File: src/rtl/aewc_pkg.sv
`default_nettype none

package aewc_pkg;

	localparam int DIV_CNT_W = 7;
	localparam int CFG_IDX_W = 1;

	localparam logic [CFG_IDX_W-1:0] REG_TIMEOUT = 1'b0;
	localparam logic [CFG_IDX_W-1:0] REG_FLOOR = 1'b1;

	localparam logic MODE_SEND = 1'b0;
	localparam logic MODE_ACK = 1'b1;

	localparam logic [15:0] TIMEOUT_RESET = 16'd600;
	localparam logic [15:0] FLOOR_RESET = 16'd10;
	localparam logic [15:0] WINDOW_RESET_INT = 16'd100;

	typedef struct packed {
		logic        mode;
		logic        sent_on_timeout;
		logic [31:0] acked_send_time;
		logic [31:0] ack_arrival_time;
	} in_word_t;

	typedef struct packed {
		logic [15:0] window_datagrams;
		logic        window_grew;
	} out_word_t;

	typedef struct packed {
		logic                 start;
		logic [DIV_CNT_W-1:0] nbits;
	} div_ctl_t;

endpackage

`default_nettype wire

File: src/rtl/aewc_serial_div.sv
`default_nettype none

module aewc_serial_div
	import aewc_pkg::*;
#(
	parameter int DVD_W = 65,
	parameter int DVS_W = 32
) (
	input  wire logic             clk,
	input  wire logic             arst_n,
	input  wire div_ctl_t         ctl,
	input  wire logic [DVD_W-1:0] dividend,
	input  wire logic [DVS_W-1:0] divisor,
	output logic                  done,
	output logic [DVD_W-1:0]      quotient
);

	// Restoring division, one quotient bit per cycle, dividend taken MSB first.
	logic                 busy_q;
	logic                 done_q;
	logic [DIV_CNT_W-1:0] cnt_q;
	logic [DVS_W-1:0]     rem_q;
	logic [DVS_W-1:0]     dvs_q;
	logic [DVD_W-1:0]     dvd_q;
	logic [DVD_W-1:0]     quo_q;
	logic [DVS_W:0]       trial;
	logic [DVS_W:0]       diff;
	logic                 ge;

	assign trial = {rem_q, dvd_q[DVD_W-1]};
	assign diff = trial - {1'b0, dvs_q};
	assign ge = trial >= {1'b0, dvs_q};

	always_ff @(posedge clk or negedge arst_n) begin
		if (!arst_n) begin
			busy_q <= 1'b0;
			done_q <= 1'b0;
			cnt_q <= '0;
		end else begin
			done_q <= 1'b0;
			if (ctl.start) begin
				busy_q <= 1'b1;
				cnt_q <= ctl.nbits;
			end else if (busy_q) begin
				cnt_q <= cnt_q - DIV_CNT_W'(1);
				if (cnt_q == DIV_CNT_W'(1)) begin
					busy_q <= 1'b0;
					done_q <= 1'b1;
				end
			end
		end
	end

	always_ff @(posedge clk) begin
		if (ctl.start) begin
			rem_q <= '0;
			dvs_q <= divisor;
			dvd_q <= dividend;
			quo_q <= '0;
		end else if (busy_q) begin
			rem_q <= ge ? diff[DVS_W-1:0] : trial[DVS_W-1:0];
			dvd_q <= {dvd_q[DVD_W-2:0], 1'b0};
			quo_q <= {quo_q[DVD_W-2:0], ge};
		end
	end

	assign done = done_q;
	assign quotient = quo_q;

endmodule

`default_nettype wire

File: src/rtl/aimd_ewma_window_controller_core.sv
// Send events and acks that do not grow the window go straight to the emit state, which loads
// the result word into the output register; a new word is taken only once that result is emitted.
// A growing ack with a nonnegative EWMA runs up to two bit-serial divisions in one shared divider
// and skips the second if the first saturates or the window is zero; with a negative EWMA it runs
// one division, or none when the window is zero. A full output register adds its stall.
// Reset is asynchronous and active low and restores the window, EWMA, history and registers.
`default_nettype none

module aimd_ewma_window_controller_core
	import aewc_pkg::*;
#(
	parameter int WINDOW_FRAC_BITS = 16,
	parameter int EWMA_FRAC_BITS = 8
) (
	input  wire logic                 clk,
	input  wire logic                 arst_n,
	input  wire logic                 in_valid,
	output logic                      in_ready,
	input  wire in_word_t             in_data,
	output logic                      out_valid,
	input  wire logic                 out_ready,
	output out_word_t                 out_data,
	input  wire logic                 cfg_valid,
	output logic                      cfg_ready,
	input  wire logic [CFG_IDX_W-1:0] cfg_index,
	input  wire logic [15:0]          cfg_data
);

	localparam int EW_W = 34 + EWMA_FRAC_BITS;
	localparam int SUM_W = EW_W + 2;
	localparam int Q1_W = 33 + WINDOW_FRAC_BITS;
	localparam int DW = Q1_W + WINDOW_FRAC_BITS;

	localparam logic [2:0] ST_IDLE = 3'd0;
	localparam logic [2:0] ST_EW1 = 3'd1;
	localparam logic [2:0] ST_EW2 = 3'd2;
	localparam logic [2:0] ST_F = 3'd3;
	localparam logic [2:0] ST_DIV1 = 3'd4;
	localparam logic [2:0] ST_DIV2 = 3'd5;
	localparam logic [2:0] ST_EMIT = 3'd6;

	logic [2:0]              state_q;
	logic [15:0]             timeout_q;
	logic [15:0]             floor_q;
	logic [31:0]             window_q;
	logic signed [EW_W-1:0]  ewma_q;
	logic [31:0]             prev_rtt_q;
	logic [31:0]             prev_snd_q;
	logic [31:0]             prev_arr_q;
	logic                    first_q;
	logic                    grew_q;
	logic signed [32:0]      change_q;
	logic signed [SUM_W-1:0] tmp3_q;
	logic                    out_valid_q;
	out_word_t               out_data_q;

	logic [31:0]             rtt;
	logic                    same_ts;
	logic                    below_floor;
	logic                    grow_ok;
	logic [33:0]             win_x3;
	logic [31:0]             win_dec;
	logic signed [SUM_W-1:0] ewma_sum;
	logic signed [EW_W-1:0]  ewma_next;
	logic [15:0]             t_eff;
	logic [Q1_W+EWMA_FRAC_BITS-1:0] n_cat;
	logic [Q1_W-1:0]         n1;
	logic [Q1_W-1:0]         q1;
	logic                    q1_sat;
	logic [Q1_W-1:0]         f_q1;
	logic [Q1_W-1:0]         f_one;
	logic [Q1_W-1:0]         f_sel;
	logic                    inc_big;
	logic [32:0]             sum33;
	logic [31:0]             grown;
	logic [31:0]             whole32;
	logic                    emit_go;

	div_ctl_t                div_ctl;
	logic [DW-1:0]           div_dvd;
	logic [31:0]             div_dvs;
	logic                    div_done;
	logic [DW-1:0]           div_quo;

	aewc_serial_div #(
		.DVD_W(DW),
		.DVS_W(32)
	) u_div (
		.clk(clk),
		.arst_n(arst_n),
		.ctl(div_ctl),
		.dividend(div_dvd),
		.divisor(div_dvs),
		.done(div_done),
		.quotient(div_quo)
	);

	assign in_ready = (state_q == ST_IDLE);
	assign cfg_ready = 1'b1;
	assign out_valid = out_valid_q;
	assign out_data = out_data_q;

	assign rtt = in_data.ack_arrival_time - in_data.acked_send_time;
	assign same_ts = (in_data.acked_send_time == prev_snd_q) &&
		(in_data.ack_arrival_time == prev_arr_q);
	assign below_floor = (window_q >> WINDOW_FRAC_BITS) < {16'b0, floor_q};
	assign grow_ok = !same_ts && !below_floor;

	assign win_x3 = {2'b0, window_q} + {1'b0, window_q, 1'b0};
	assign win_dec = win_x3[33:2];

	assign ewma_sum = tmp3_q + (SUM_W'(change_q) <<< EWMA_FRAC_BITS);
	assign ewma_next = EW_W'(ewma_sum >>> 2);

	assign t_eff = (timeout_q == 16'd0) ? 16'd1 : timeout_q;

	// Growth factor minus one: ewma scaled to the window fraction, then divided by the timeout.
	assign n_cat = {ewma_q[EW_W-2:0], {WINDOW_FRAC_BITS{1'b0}}};
	assign n1 = n_cat[EWMA_FRAC_BITS +: Q1_W];

	assign q1 = div_quo[Q1_W-1:0];
	assign q1_sat = q1[Q1_W-1];
	assign f_one = Q1_W'(1) << WINDOW_FRAC_BITS;
	assign f_q1 = q1 + f_one;
	assign f_sel = (state_q == ST_DIV1) ? f_q1 : f_one;

	assign inc_big = |div_quo[DW-1:32];
	assign sum33 = {1'b0, window_q} + {1'b0, div_quo[31:0]};
	assign grown = (inc_big || sum33[32]) ? '1 : sum33[31:0];

	assign whole32 = window_q >> WINDOW_FRAC_BITS;
	assign emit_go = (state_q == ST_EMIT) && (!out_valid_q || out_ready);

	always_comb begin
		div_ctl = '0;
		div_dvd = {f_sel, {WINDOW_FRAC_BITS{1'b0}}};
		div_dvs = window_q;
		unique case (state_q)
			ST_F: begin
				if (!ewma_q[EW_W-1]) begin
					div_ctl.start = 1'b1;
					div_ctl.nbits = DIV_CNT_W'(Q1_W);
					div_dvd = {n1, {WINDOW_FRAC_BITS{1'b0}}};
					div_dvs = {16'b0, t_eff};
				end else if (window_q != '0) begin
					div_ctl.start = 1'b1;
					div_ctl.nbits = DIV_CNT_W'(DW);
				end
			end
			ST_DIV1: begin
				if (div_done && !q1_sat && window_q != '0) begin
					div_ctl.start = 1'b1;
					div_ctl.nbits = DIV_CNT_W'(DW);
				end
			end
			default: begin
			end
		endcase
	end

	always_ff @(posedge clk or negedge arst_n) begin
		if (!arst_n) begin
			state_q <= ST_IDLE;
			timeout_q <= TIMEOUT_RESET;
			floor_q <= FLOOR_RESET;
			window_q <= 32'(WINDOW_RESET_INT) << WINDOW_FRAC_BITS;
			ewma_q <= EW_W'(1) <<< EWMA_FRAC_BITS;
			prev_rtt_q <= '0;
			prev_snd_q <= '0;
			prev_arr_q <= '0;
			first_q <= 1'b1;
			grew_q <= 1'b0;
			out_valid_q <= 1'b0;
		end else begin
			if (cfg_valid) begin
				unique case (cfg_index)
					REG_TIMEOUT: timeout_q <= cfg_data;
					REG_FLOOR: floor_q <= cfg_data;
					default: begin
					end
				endcase
			end

			if (emit_go) begin
				out_valid_q <= 1'b1;
			end else if (out_ready) begin
				out_valid_q <= 1'b0;
			end

			unique case (state_q)
				ST_IDLE: begin
					if (in_valid) begin
						grew_q <= 1'b0;
						state_q <= ST_EMIT;
						if (in_data.mode == MODE_SEND) begin
							if (in_data.sent_on_timeout) begin
								window_q <= win_dec;
							end
						end else if (first_q || grow_ok) begin
							prev_rtt_q <= rtt;
							prev_snd_q <= in_data.acked_send_time;
							prev_arr_q <= in_data.ack_arrival_time;
							first_q <= 1'b0;
							if (!first_q) begin
								grew_q <= 1'b1;
								state_q <= ST_EW1;
							end
						end
					end
				end
				ST_EW1: state_q <= ST_EW2;
				ST_EW2: begin
					ewma_q <= ewma_next;
					state_q <= ST_F;
				end
				ST_F: begin
					if (!ewma_q[EW_W-1]) begin
						state_q <= ST_DIV1;
					end else if (window_q == '0) begin
						window_q <= '1;
						state_q <= ST_EMIT;
					end else begin
						state_q <= ST_DIV2;
					end
				end
				ST_DIV1: begin
					if (div_done) begin
						if (q1_sat || window_q == '0) begin
							window_q <= '1;
							state_q <= ST_EMIT;
						end else begin
							state_q <= ST_DIV2;
						end
					end
				end
				ST_DIV2: begin
					if (div_done) begin
						window_q <= grown;
						state_q <= ST_EMIT;
					end
				end
				ST_EMIT: begin
					if (emit_go) begin
						state_q <= ST_IDLE;
					end
				end
				default: state_q <= ST_IDLE;
			endcase
		end
	end

	always_ff @(posedge clk) begin
		if (state_q == ST_IDLE && in_valid) begin
			change_q <= $signed({1'b0, prev_rtt_q}) - $signed({1'b0, rtt});
		end
		if (state_q == ST_EW1) begin
			tmp3_q <= SUM_W'(ewma_q) + (SUM_W'(ewma_q) <<< 1);
		end
		if (emit_go) begin
			out_data_q.window_datagrams <= (|whole32[31:16]) ? 16'hFFFF : whole32[15:0];
			out_data_q.window_grew <= grew_q;
		end
	end

`ifndef SYNTHESIS
	a_div_done_state: assert property (@(posedge clk) disable iff (!arst_n)
		div_done |-> (state_q == ST_DIV1 || state_q == ST_DIV2))
		else $error("divider finished outside a division state");

	a_growth_monotonic: assert property (@(posedge clk) disable iff (!arst_n)
		(state_q == ST_DIV2 && div_done) |=> window_q >= $past(window_q))
		else $error("growth step reduced the window");

	a_send_direct: assert property (@(posedge clk) disable iff (!arst_n)
		(in_valid && in_ready && in_data.mode == MODE_SEND) |=> state_q == ST_EMIT)
		else $error("send word did not go straight to the result");

	a_grew_after_first: assert property (@(posedge clk) disable iff (!arst_n)
		(state_q == ST_EMIT && grew_q) |-> !first_q)
		else $error("growth reported before the first ack was recorded");
`endif

endmodule

`default_nettype wire

File: config.mk
export PLATFORM = sky130hd
export DESIGN_NAME = aimd_ewma_window_controller_core
export DESIGN_NICKNAME = d
export VERILOG_FILES = /design/src/rtl/aewc_pkg.sv /design/src/rtl/aewc_serial_div.sv /design/src/rtl/aimd_ewma_window_controller_core.sv
export SDC_FILE = /design/constraint.sdc
export NUM_CORES = 1
export LEC_CHECK = 0
export ABC_AREA = 1
export BUFFER_PORTS_ARGS = -buffer_cell sky130_fd_sc_hd__buf_4
export CORE_UTILIZATION = 40
export DETAILED_ROUTE_END_ITERATION = 10
export GPL_TIMING_DRIVEN = 1
export PLACE_DENSITY = 0.62
export REMOVE_ABC_BUFFERS = 1
export SYNTH_ARGS = -nofsm -noshare
export SYNTH_HDL_FRONTEND = slang
export SYNTH_SLANG_ARGS = --single-unit
File: constraint.sdc
create_clock -name clk -period 3.89 [get_ports clk]
set_clock_uncertainty 0.05 [all_clocks]
set_input_delay 0.1945 -clock clk [delete_from_list [all_inputs] [get_ports clk]]
set_output_delay 0.1945 -clock clk [all_outputs]
set_load 0.005 [all_outputs]
After elaboration in Yosys (flattened, before gate mapping)

Cells that the tools add are included.

Flip-flop bits (word level): 505
Input bits: 88
Output and inout port bits: 20
Logic and storage cells: 127

$add $sub $neg: 9
Magnitude comparators: 2
Eq/ne operators: 18
Mux-type cells: 47
Bitwise gates (word level): 1
Reduce and logical (&&, ||, !) cells: 28

Operators by type and width:

| cell                     | count |
|---|---|
| $mux W32                 | 12 |
| $mux W65                 | 4 |
| $pmux W32 S4             | 1 |
| $eq A32 B32 Y1           | 2 |
| $sub A32 B32 Y32         | 2 |
| $add A49 B17 Y49 const B | 1 |
| $mux W49                 | 1 |
| $add A42 B43 Y44         | 1 |
| $add A44 B41 Y44         | 1 |
| $add A32 B33 Y34         | 1 |
| $add A32 B32 Y33         | 1 |
| $ge A33 B32 Y1           | 1 |
| $reduce_or A33 Y1        | 1 |
| $sub A32 B32 Y33         | 1 |
| $logic_not A32 Y1        | 1 |
| $reduce_bool A32 Y1      | 1 |
| $mux W8                  | 3 |
| $mux W3                  | 7 |
| $pmux W3 S7              | 1 |
| $logic_not A16 Y1        | 1 |
| $lt A16 B16 Y1           | 1 |
| $mux W16                 | 1 |
| $pmux W8 S2              | 1 |
| $mux W7                  | 2 |
| 19 further kinds         | 56 |

Longest topological paths before layout

Depth after elaboration: 9
Gate-level depth with buffers: 26
Depth with buffers taken out: 26

Cells and area by module

From an unflattened synthesis, not the netlist that was laid out.

Cell total of the unflattened synthesis: 5184
Area total of the unflattened synthesis: 37113.1 um^2

Modules (own cells, without submodules):

| module                           | times used | cells an instance | area an instance (um^2) |
|---|---|---|---|
| aimd_ewma_window_controller_core | 1          | 3858              | 26634.3 |
| aewc_serial_div                  | 1          | 1326              | 10478.8 |

Least setup slack after synthesis

OpenSTA, ideal clock, no wires.

Path kind: register to register
Start point: register state_q[0]
End point: register prev_rtt_q[14]
Library setup time: 83 ps
Arrival: 3109 ps
Required time: 3757 ps
Slack: 648 ps
Cell stages (with the launch flop): 9
Buffers on the path: 1
Period minus slack after synthesis: 3242 ps
Cells stage by stage: dfrtp_1 > nor2_1 > nand2_1 > nor2_1 > nand3_2 > inv_1 > clkbuf_1 > nand3_1 > o21ai_0

Cells in the longest elaborated chain, start to end: 2

RTL lines:

| what                        | RTL line                                | text |
|---|---|---|
| start: declaration          | aimd_ewma_window_controller_core.sv:42  | `logic [2:0] state_q;` |
| start signal: assignment    | aimd_ewma_window_controller_core.sv:163 | `state_q <= ST_IDLE;` |
| start signal: assignment    | aimd_ewma_window_controller_core.sv:194 | `state_q <= ST_EMIT;` |
| start signal: assignment    | aimd_ewma_window_controller_core.sv:206 | `state_q <= ST_EW1;` |
| $logic_not A3 Y1            | aimd_ewma_window_controller_core.sv:190 | `unique case (state_q)` |
| $reduce_and A4 Y1 (no line) | --                                      |  |
| end signal: assignment      | aimd_ewma_window_controller_core.sv:200 | `prev_rtt_q <= rtt;` |
| end: declaration            | aimd_ewma_window_controller_core.sv:47  | `logic [31:0] prev_rtt_q;` |

No other way between the ends.
A chain may end at the register's enable or synchronous reset.

Worst setup path in the final report

Start point: input in_data[49] (netlist name)
End point: register change_q[32], data pin

Cells in the longest elaborated chain, start to end: 2

RTL lines:

| what                   | RTL line                                | text |
|---|---|---|
| start: declaration     | aimd_ewma_window_controller_core.sv:19  | `input wire in_word_t in_data,` |
| $sub A32 B32 Y32       | aimd_ewma_window_controller_core.sv:103 | `assign rtt = in_data.ack_arrival_time - in_data.acked_send_time;` |
| $sub A32 B32 Y33       | aimd_ewma_window_controller_core.sv:254 | `change_q <= $signed({1'b0, prev_rtt_q}) - $signed({1'b0, rtt});` |
| end signal: assignment | aimd_ewma_window_controller_core.sv:254 |  |
| end: declaration       | aimd_ewma_window_controller_core.sv:52  | `logic signed [32:0] change_q;` |

No other way between the ends.

==> results.md <==
- Outcome: complete, no violations
- Gate power share: a little under three fifths
- Post-synth EDFFs: 173
- WS Path Type: in -> reg
- Sequence of cells on the critical path: dlygate4sd3_1, buf_4, inv_1, ha_1, nand2_1, inv_1, nand2_1, nand2_1, inv_1, nand2_1, a21oi_2, nand2_1, a21boi_1, nor2_1, o21ai_1, nand2_1, xor2_1, ha_1, inv_1, o31ai_1, nor2_1, and2_1
- H-Tree Depth: 2
- Final TNS setup: 0 ps
- WP data required: about 4200 ps
- Via-to-Cell Ratio: around 5.2
- Number of detailed-route iterations in the first pass: 5
- First-pass GRT wire length: 173,000 um
- Most frequent CP cell: nand2_1
- CTS Sinks: approximately 490
- Sw Pwr: ~17 mW
- WHS Path Cells: 3
- Multiplexer share of the synthesized area: 0%
- R2R Setup Slk: 560 ps
- Adder-Cell Fraction of Synth Area: roughly a tenth
- Synthesized area per cell: around 7.3 um^2
- Slew Viols, Final: 0
- Total grt overflow: 0
- Share of cells above drive strength 1: under 10%
- Top post-synthesis cells by count: 1,213 x nand2_1, 643 x inv_1, 370 x nor2_1, 358 x o21ai_0, 312 x a21oi_1
- Period utilization: 90.7%
- DIE WIDTH: about 300 um
- Antenna cells: 0
- Clock share of power: between 10% and 20%
- Post-Synth XOR/XNOR Area: 4.58%
- Area growth syn-to-layout: 14.4%
- Maxcap violations: 0
- IO buf count: about 110
- Die Span Y: 297 um
- Slew @ Worst Pin: 1190 ps
- Hold Worst Slack: around 110 ps
- FILL cells: slightly below 9,000
- Hold endpoint: grew_q
- CTS tree: done
- Cell count after synthesis: about 4,700
- Synth Area in Simple Gates: about 25%
- Worst skew pair latency: around 640 ps
- Num CTS Buffers: 57
- WL final: roughly 110,000 um
- IO Pins: roughly 110
- Final core occ: between 40% and 50%
- Fin crit period: 3530 ps
- Distinct cells, synth: between 60 and 70
- Sw Share: roughly half
- FF+latch area: roughly 13,000 um^2
- Critical Path Start: in_data[49]
- Post-CTS setup buffers: 0
- Die area: just under 90,000 um^2
- Row count: 107
- Iteration-0 DRC Markers: approximately 2,100
- Power density cells: 872 nW/um^2
- GRT Util Overall: around 25%
- DPL Wire Length: roughly 85,000 um
- Vias: ~32,000
- Crit-path max cell delay: about 530 ps
- RSZ-0062 raised after global routing: false
- Hold Violations, Final: 0
- Post-layout net count: about 5,300
- Internal power: roughly 18 mW
- Synth top area share: around 15%
- Most used flip-flop cell after synthesis: dfrtp_1
- Vias in the first global route: approximately 32,000
- R2R depth: 16
- Worst r2r src: change_q[0]
- Clk root buf: clkbuf_16
- Area taken by multi-input logic gates: between 15,000 and 20,000 um^2
- Antenna Nets Post-Route: 0
- Seq pwr share: 27.2%
- Post-synthesis register bit count: about 490
- DRC violations left: 0
- Post-synth top area cell: edfxtp_1
- Register area share after synthesis: 36.2%
- Post-Syn Area: about 35,000 um^2
- Rel. slew slack: between 20% and 30%
- Initial antenna violation count: 1
- GPL Wtd Cong: around 0.93
- Synth Area in Compound Gates: ~16%
- Largest family of logic cells by synthesized area: simple AND/OR/NAND/NOR gates
- Core area: between 80,000 and 90,000 um^2
- Crit-path max FO: 6
- Fmax: around 280 MHz
- Hold Crit Start: in_data[65]
- Worst vdd ir: approximately 400 uV
- Clk buf depth: 3
- Most common cell in the netlist: nand2_1
- Leak Pwr: ~19 nW
- Hold crit path type: in -> reg
- Startpoint types: primary input
- Worst EP arrival: ~3900 ps
- R2r endpoint: ewma_q[32]
- Initial cell density of the core: roughly 40%
- Top post-synthesis cells by area: edfxtp_1 15%, dfrtp_1 15%, nand2_1 13%
- Final setup fails: 0
- Largest net degree at the start of global routing: 85
- Synth warnings: 0
- CTS clk-pin slew, worst paths: 60 ps
- CP max-delay cell: dlygate4sd3_1
- Async SR Flop Fraction: between 40% and 50%
- DR WL/cell: around 18 um
- Setup crit end kind: flop
registers in the layout, summed over array words and instances, names as in the netlist, 32 cells and up:
signal          cells
u_div.rem_q        32
u_div.dvs_q        32
ewma_q             42
window_q           32
prev_arr_q         32
tmp3_q             42
u_div.dvd_q        49
prev_snd_q         32
prev_rtt_q         32
change_q           33
u_div.quotient     65
how the worst max path moves through the flow:
| stage | endpoint | cells past startpoint |
|---|---|---|
| final | change_q[32] | 22 |
| after global routing | change_q[28] | 27 |
| after CTS | change_q[28] | 27 |
| after detailed placement | change_q[28] | 26 |
| after global placement | change_q[28] | 26 |
| after floorplan | prev_rtt_q[12] | 7 |
stage by stage:
step                instance area (um^2)  power [mW]  setup slack (ps)  std cells
finish                             39800        34.7               363       6121
global route                       39800        37.6              35.3       6121
CTS                                39800        34.6               219       6121
detailed placement                 37000        28.8              99.0       5930
global placement                   37000        28.7              85.8       5930
floorplan                          34300        22.6             -1660       4636
per-layer routing:
layer / routed length [um] / part of all wire [%] / track usage (%)
met3: 4760 / 4.4 / 2.61
met2: 52700 / 48 / 43.0
met4: 3640 / 3.3 / 8.72
met1: 47900 / 44 / 31.1
met5: 13 / 0.012 / 0
power by group through the flow:
stage / Combinational (mW) / Sequential [mW] / Clock (mW)
2_1_floorplan: 13.6 / 8.94 / 0
3_3_place_gp: 19.2 / 9.48 / 0
3_5_place_dp: 19.3 / 9.49 / 0
4_1_cts: 19.5 / 9.43 / 5.68
5_1_grt: 22.0 / 9.64 / 5.89
6_report: 19.6 / 9.44 / 5.60
repair_timing:
item | CTS | global route
setup endpoints to repair | 0 | 10
endpoints found under the hold margin | 174 | 0
hold buffers | 83 | 0
resized for setup | 0 | 7
critical path, delay by kind of cell:
kind / cells / cell delay [ps]
AND/OR/NAND/NOR: 9 / 900
buffers and inverters: 6 / 980
AO/OA/AOI/OAI: 4 / 840
adder cells (fa/ha/maj): 2 / 740
XOR/XNOR: 1 / 190
cells by family (layout without fill, tap and decap cells):
kind of cell,after synthesis,in the layout
AO/OA/AOI/OAI,975,975
XOR/XNOR,182,182
adder cells (fa/ha/maj),257,257
other,1,1
AND/OR/NAND/NOR,2076,2076
flip-flops,487,487
buffers and inverters,761,999
final cells by class:
class                   instances  area share, %
inverters                     658           6.22
multi-input cells            3491           48.6
repair buffers                233           5.13
clock buffers                  69           3.85
well taps                    1144           3.60
flip-flops and latches        487           31.6
clock inverters                39           1.01
cell usage in the layout (no fill, tap or decap), drive strengths merged, types with 6 or more instances in the layout:
cell and instances:
nand2 1250, inv 662, nor2 396, o21ai 380, a21oi 315, ha 250, nand3 234, dfrtp 206
edfxtp 173, buf 150, xnor2 99, dfxtp 97, nand4 84, xor2 83, dlygate4sd3 83, clkbuf 69
o22ai 65, nor3 49, o211ai 35, a21boi 30, or2 28, clkinv 26, o21a 24, a21o 23
a31oi 23, o21bai 19, o221ai 16, nor4 14, nand3b 13, a22oi 11, dfstp 11, a211oi 9
a221oi 8, fa 7, bufinv 6, o311ai 6
(Power assumes the default switching activity.)
